--- src/hw/rtl/pbt_pkg.sv ---
// shared types, codes and helpers for the permission bitmap table
package pbt_pkg;

    // field widths of one input item
    localparam int KIND_W     = 2;
    localparam int TERM_ID_W  = 10;
    localparam int BUS_ID_W   = 6;
    localparam int WORD_W     = 64;

    // default number of terminal words
    localparam int TERMINAL_COUNT_DEF = 1024;

    // item kinds
    localparam logic [KIND_W-1:0] KIND_QUERY   = 2'd0;
    localparam logic [KIND_W-1:0] KIND_ENABLE  = 2'd1;
    localparam logic [KIND_W-1:0] KIND_DISABLE = 2'd2;

    // commands from the controller to the datapath
    typedef struct packed {
        logic capture;        // take the item fields and read its word
        logic clear_step;     // write zero to one word of the reset pass
        logic finish_single;  // write back or answer a single-word item
        logic sweep_step;     // one read-modify-write step of a bulk update
    } t_dp_cmd;

    // status from the datapath to the controller
    typedef struct packed {
        logic req_bulk;       // the offered item updates every terminal
        logic cnt_at_last;    // word counter on the last word
        logic cnt_at_end;     // word counter one past the last word
    } t_dp_stat;

    // set or clear one bit or the whole word
    function automatic logic [WORD_W-1:0] apply_update(
        input logic [WORD_W-1:0]   word,
        input logic                enable,
        input logic                all_bits,
        input logic [BUS_ID_W-1:0] bid
    );
        logic [WORD_W-1:0] mask;
        mask = all_bits ? {WORD_W{1'b1}} : (WORD_W'(1) << bid);
        return enable ? (word | mask) : (word & ~mask);
    endfunction

endpackage

--- src/hw/rtl/pbt_ctrl.sv ---
// controller state machine of the permission bitmap table
module pbt_ctrl (
    input  logic             i_clk,
    input  logic             i_rst_n,
    input  logic             start,
    output logic             busy,
    input  pbt_pkg::t_dp_stat i_stat,
    output pbt_pkg::t_dp_cmd  o_cmd
);
    import pbt_pkg::*;

    typedef enum logic [1:0] {
        S_CLEAR,
        S_IDLE,
        S_LOOKUP,
        S_SWEEP
    } t_state;

    t_state r_state;
    logic   r_busy;

    // commands decoded from the current state
    always_comb begin
        o_cmd               = '0;
        o_cmd.capture       = (r_state == S_IDLE) && start;
        o_cmd.clear_step    = (r_state == S_CLEAR);
        o_cmd.finish_single = (r_state == S_LOOKUP);
        o_cmd.sweep_step    = (r_state == S_SWEEP);
    end

    // state and busy flag
    always_ff @(posedge i_clk) begin
        if (!i_rst_n) begin
            r_state <= S_CLEAR;
            r_busy  <= 1'b1;
        end else begin
            case (r_state)
                S_CLEAR: begin
                    if (i_stat.cnt_at_last) begin
                        r_state <= S_IDLE;
                        r_busy  <= 1'b0;
                    end
                end
                S_IDLE: begin
                    if (start) begin
                        r_state <= i_stat.req_bulk ? S_SWEEP : S_LOOKUP;
                        r_busy  <= 1'b1;
                    end
                end
                S_LOOKUP: begin
                    r_state <= S_IDLE;
                    r_busy  <= 1'b0;
                end
                S_SWEEP: begin
                    if (i_stat.cnt_at_end) begin
                        r_state <= S_IDLE;
                        r_busy  <= 1'b0;
                    end
                end
                default: begin
                    r_state <= S_IDLE;
                    r_busy  <= 1'b0;
                end
            endcase
        end
    end

    assign busy = r_busy;

    // busy is low exactly in the idle state
    a_busy_idle: assert property (@(posedge i_clk) disable iff (!i_rst_n)
        (r_state == S_IDLE) == !r_busy)
        else $error("busy flag disagrees with state");

    // an accepted item makes the block busy on the next cycle
    a_accept_busy: assert property (@(posedge i_clk) disable iff (!i_rst_n)
        (start && !r_busy) |=> r_busy)
        else $error("item accepted but block not busy");

    // the lookup state of a single-word item is followed directly by idle
    a_lookup_len: assert property (@(posedge i_clk) disable iff (!i_rst_n)
        (r_state == S_LOOKUP) |=> (r_state == S_IDLE))
        else $error("lookup state held too long");

endmodule

--- config.mk ---
export PLATFORM = sky130hd
export DESIGN_NAME = pbt_ctrl
export DESIGN_NICKNAME = d
export VERILOG_FILES = /design/src/hw/rtl/pbt_pkg.sv /design/src/hw/rtl/pbt_ctrl.sv
export SDC_FILE = /design/constraint.sdc
export NUM_CORES = 1
export LEC_CHECK = 0
export BUFFER_PORTS_ARGS = -buffer_cell sky130_fd_sc_hd__buf_4
export CAP_MARGIN = 20
export CORE_AREA = 3 3 40 42
export CTS_CLUSTER_DIAMETER = 150
export DETAILED_ROUTE_END_ITERATION = 7
export DIE_AREA = 0 0 43 45
export MAX_ROUTING_LAYER = met4
export SLEW_MARGIN = 20
export SYNTH_ARGS = -nofsm -noshare
export SYNTH_HDL_FRONTEND = slang
export SYNTH_SLANG_ARGS = --single-unit
--- constraint.sdc ---
create_clock -name i_clk -period 3.1 [get_ports i_clk]
set_clock_uncertainty 0.05 [all_clocks]
set_input_delay 0.465 -clock i_clk [delete_from_list [all_inputs] [get_ports i_clk]]
set_output_delay 0.465 -clock i_clk [all_outputs]
set_load 0.02 [all_outputs]
==> impl_metrics.json <==
{
  "viasPerCell": 3.70,
  "n_antenna_cell": 0,
  "syn_inst": 19,
  "crit_fanout": 9,
  "root_buffer": "clkbuf_4",
  "ys_seq_area_share_pct": 37.5,
  "power.share.switching_pct": 26.0,
  "routedWlPerCell_um": 8.83,
  "synth_top_family_by_area": "simple AND/OR/NAND/NOR gates",
  "worst_pin_slew_ps": 277,
  "synth.area.top_cells": "dfxtp_1, nor2b_1, buf_6",
  "ys_types": 13,
  "area_growth_pct": 64.8,
  "cp.buffers_inverters": 1,
  "worst_r2r_path_depth": 2,
  "clk_pin_slew_worst_paths_ps": 30,
  "clock_latency_ps": 230,
  "rsz0062_at_grt": "no",
  "p_per_area_mw_per_mm2": 529,
  "ys_ff_latch": 3,
  "post_cts_buffers": 0,
  "ant_nets": 0,
  "vdd_drop_max_uv": 103,
  "holdWs_ps": 374,
  "setup_viol": 0,
  "async_flop_share_pct": 0,
  "drive_above_1_share_pct": 41.9,
  "status": "completed",
  "syn_nets": 25,
  "syn_area_per_cell_sq_um": 8.43,
  "cp-start-kind": "flip-flop",
  "io_buffers": 10,
  "worst_setup_path_end_kind": "output pin",
  "synth_top_cell_area_share_pct": 37.5,
  "grt_max_degree": 11,
  "grt_overflow": 0,
  "cts.repair.resized": 0,
  "die_y_um": 45,
  "pin_count": 11,
  "cap_viol_max_count": 0,
  "filler_cell_count": 154,
  "synth-main-ff-cell": "dfxtp_1",
  "cts_max_path_buffers": 2,
  "gp_congestion": 0.706,
  "pwr-share-clk_pct": 48.8,
  "regArea_sq_um": 60.1,
  "synth_edf_count": 0,
  "cp.arrival_ps": 1030,
  "antenna_found_initial": 0,
  "power.switching_mw": 0.0363,
  "synthMuxAreaShare_pct": 0,
  "nets": 38,
  "drc": 0,
  "die_w_um": 43,
  "cts_tree": "done",
  "h-tree-depth": 1,
  "critPathRequiredTime_ps": 2580,
  "rr_endpoint": "r_state[0]",
  "numCtsBuffers": 3,
  "synth_fa_ha_area_share_pct": 0,
  "max_slew_margin_pct": 81.5,
  "fin_tns_setup_ps": 0,
  "track_usage_pct": 4.71,
  "synth_area_sq_um": 160,
  "synth_xor_area_share_pct": 0,
  "hp-class": "input port to flip-flop",
  "worstPathCellList": "nand2_1, nor2_1, buf_4",
  "p_comb_share_pct": 17.7,
  "synth_common_cells": "dfxtp_1, nor2_1, nand2_1, nor2b_1",
  "start_util_pct": 12.5,
  "yosys_warnings": 0,
  "synth_compound_area_share_pct": 19.5,
  "period_needed_ps": 1550,
  "whs_path_depth": 2,
  "cp_slowest_cell": "dfxtp_1",
  "coreArea_sq_mm": 0.00128,
  "drt_iter0_drc": 3,
  "critPathTopFamily": "flip-flops",
  "synth-simple-area-share_pct": 32.8,
  "timing.final.crit_share_pct": 49.9,
  "leakagePower_nw": 0.118,
  "vias": 170,
  "synth_largest_area_cell": "dfxtp_1",
  "grt_pass1_vias": 130,
  "slew_violations": 0,
  "num_rows": 13,
  "seqPwrFrac_pct": 33.5,
  "dr.pass1.iters": 4,
  "grt_pass1_wl_um": 558,
  "max_freq_mhz": 647,
  "min_from": "i_stat[0]",
  "die-area_sq_mm": 0.00194,
  "r2r_setup_slack_ps": 2030,
  "cts.sinks": 3,
  "crit_path_max_incr_delay_ps": 450,
  "hold_buffers": 0,
  "hold_viol_final": 0,
  "r2r_start": "r_state[1]",
  "internal_power_mw": 0.103,
  "hold_end": "r_state[1]",
  "criticalPathCategory": "flip-flop to output pin",
  "multi_input_area_sq_um": 83.8,
  "drt_wl_total_um": 406
}
## logic make-up after synthesis
| logic type | Yosys count |
|---|---|
| and+or+nand+nor | 10 |
| AOI/OAI and AO/OA | 4 |
| buffers and inverters | 2 |
| DFF | 3 |
## through the flow
stage	utilization, %	power (mW)	cells	worst slack (ps)	cell area [sq um]
2_1_floorplan	-	0.0601	19	1780	160
3_3_place_gp	18.5	0.0719	42	1730	238
3_5_place_dp	18.5	0.0721	42	1720	238
4_1_cts	20.5	0.145	46	1540	264
5_1_grt	20.5	0.151	46	1450	264
6_report	20.5	0.140	46	1550	264
## worst reg2reg max path: cells and delay by family (launching register included)
family | cells | cell delay (ps)
compound gates | 1 | 140
flops | 1 | 380
simple gates | 1 | 390
## layout by cell type, fill, tap and decap left out, drive strengths merged
| cell | Yosys | routed |
|---|---|---|
| nand2 | 2 | 2 |
| or3 | 1 | 1 |
| and2 | 1 | 1 |
| nand4b | 1 | 1 |
| o311a | 1 | 1 |
| nor2 | 3 | 3 |
| o311ai | 1 | 1 |
| buf | 2 | 10 |
| a211oi | 1 | 1 |
| dfxtp | 3 | 3 |
| a21oi | 1 | 1 |
| nor2b | 2 | 2 |
| clkbuf | 0 | 4 |
## per-layer routing
metal  up-vias  GRT usage, %  routed length (um)
met4         0          9.04                   0
met5         -             -                   0
met2         7          4.19                 178
met3         0          1.20                  34
met1        70          5.53                 193
li1         93             -                   -
## registers in the layout, summed over array words and instances, names as in the netlist
signal   cells
busy         1
r_state      2
## worst max-delay path by stage
stage               end  slack, ps       start  depth (start not counted)
2_1_floorplan  o_cmd[3]       1780       start                          2
3_3_place_gp   o_cmd[3]       1730       start                          4
3_5_place_dp   o_cmd[3]       1720       start                          4
4_1_cts        o_cmd[3]       1540  r_state[0]                          3
5_1_grt        o_cmd[3]       1450  r_state[0]                          3
6_report       o_cmd[3]       1550  r_state[0]                          3
## cell type report
cell class                      count  area share [%]
Multi-Input combinational cell     14            31.8
Sequential cell                     3            22.7
Tap cell                           15            7.11
Clock buffer                        4            9.95
Timing Repair Buffer               10            28.4
## power groups by stage
stage | combinational [mW] | clock (mW) | sequential, mW
global route | 0.0264 | 0.0776 | 0.0471
global placement | 0.0249 | 0 | 0.0470
CTS | 0.0250 | 0.0733 | 0.0465
finish | 0.0248 | 0.0682 | 0.0467
floorplan | 0.0149 | 0 | 0.0453
detailed placement | 0.0251 | 0 | 0.0471
Power figures use the tool's default switching activity.
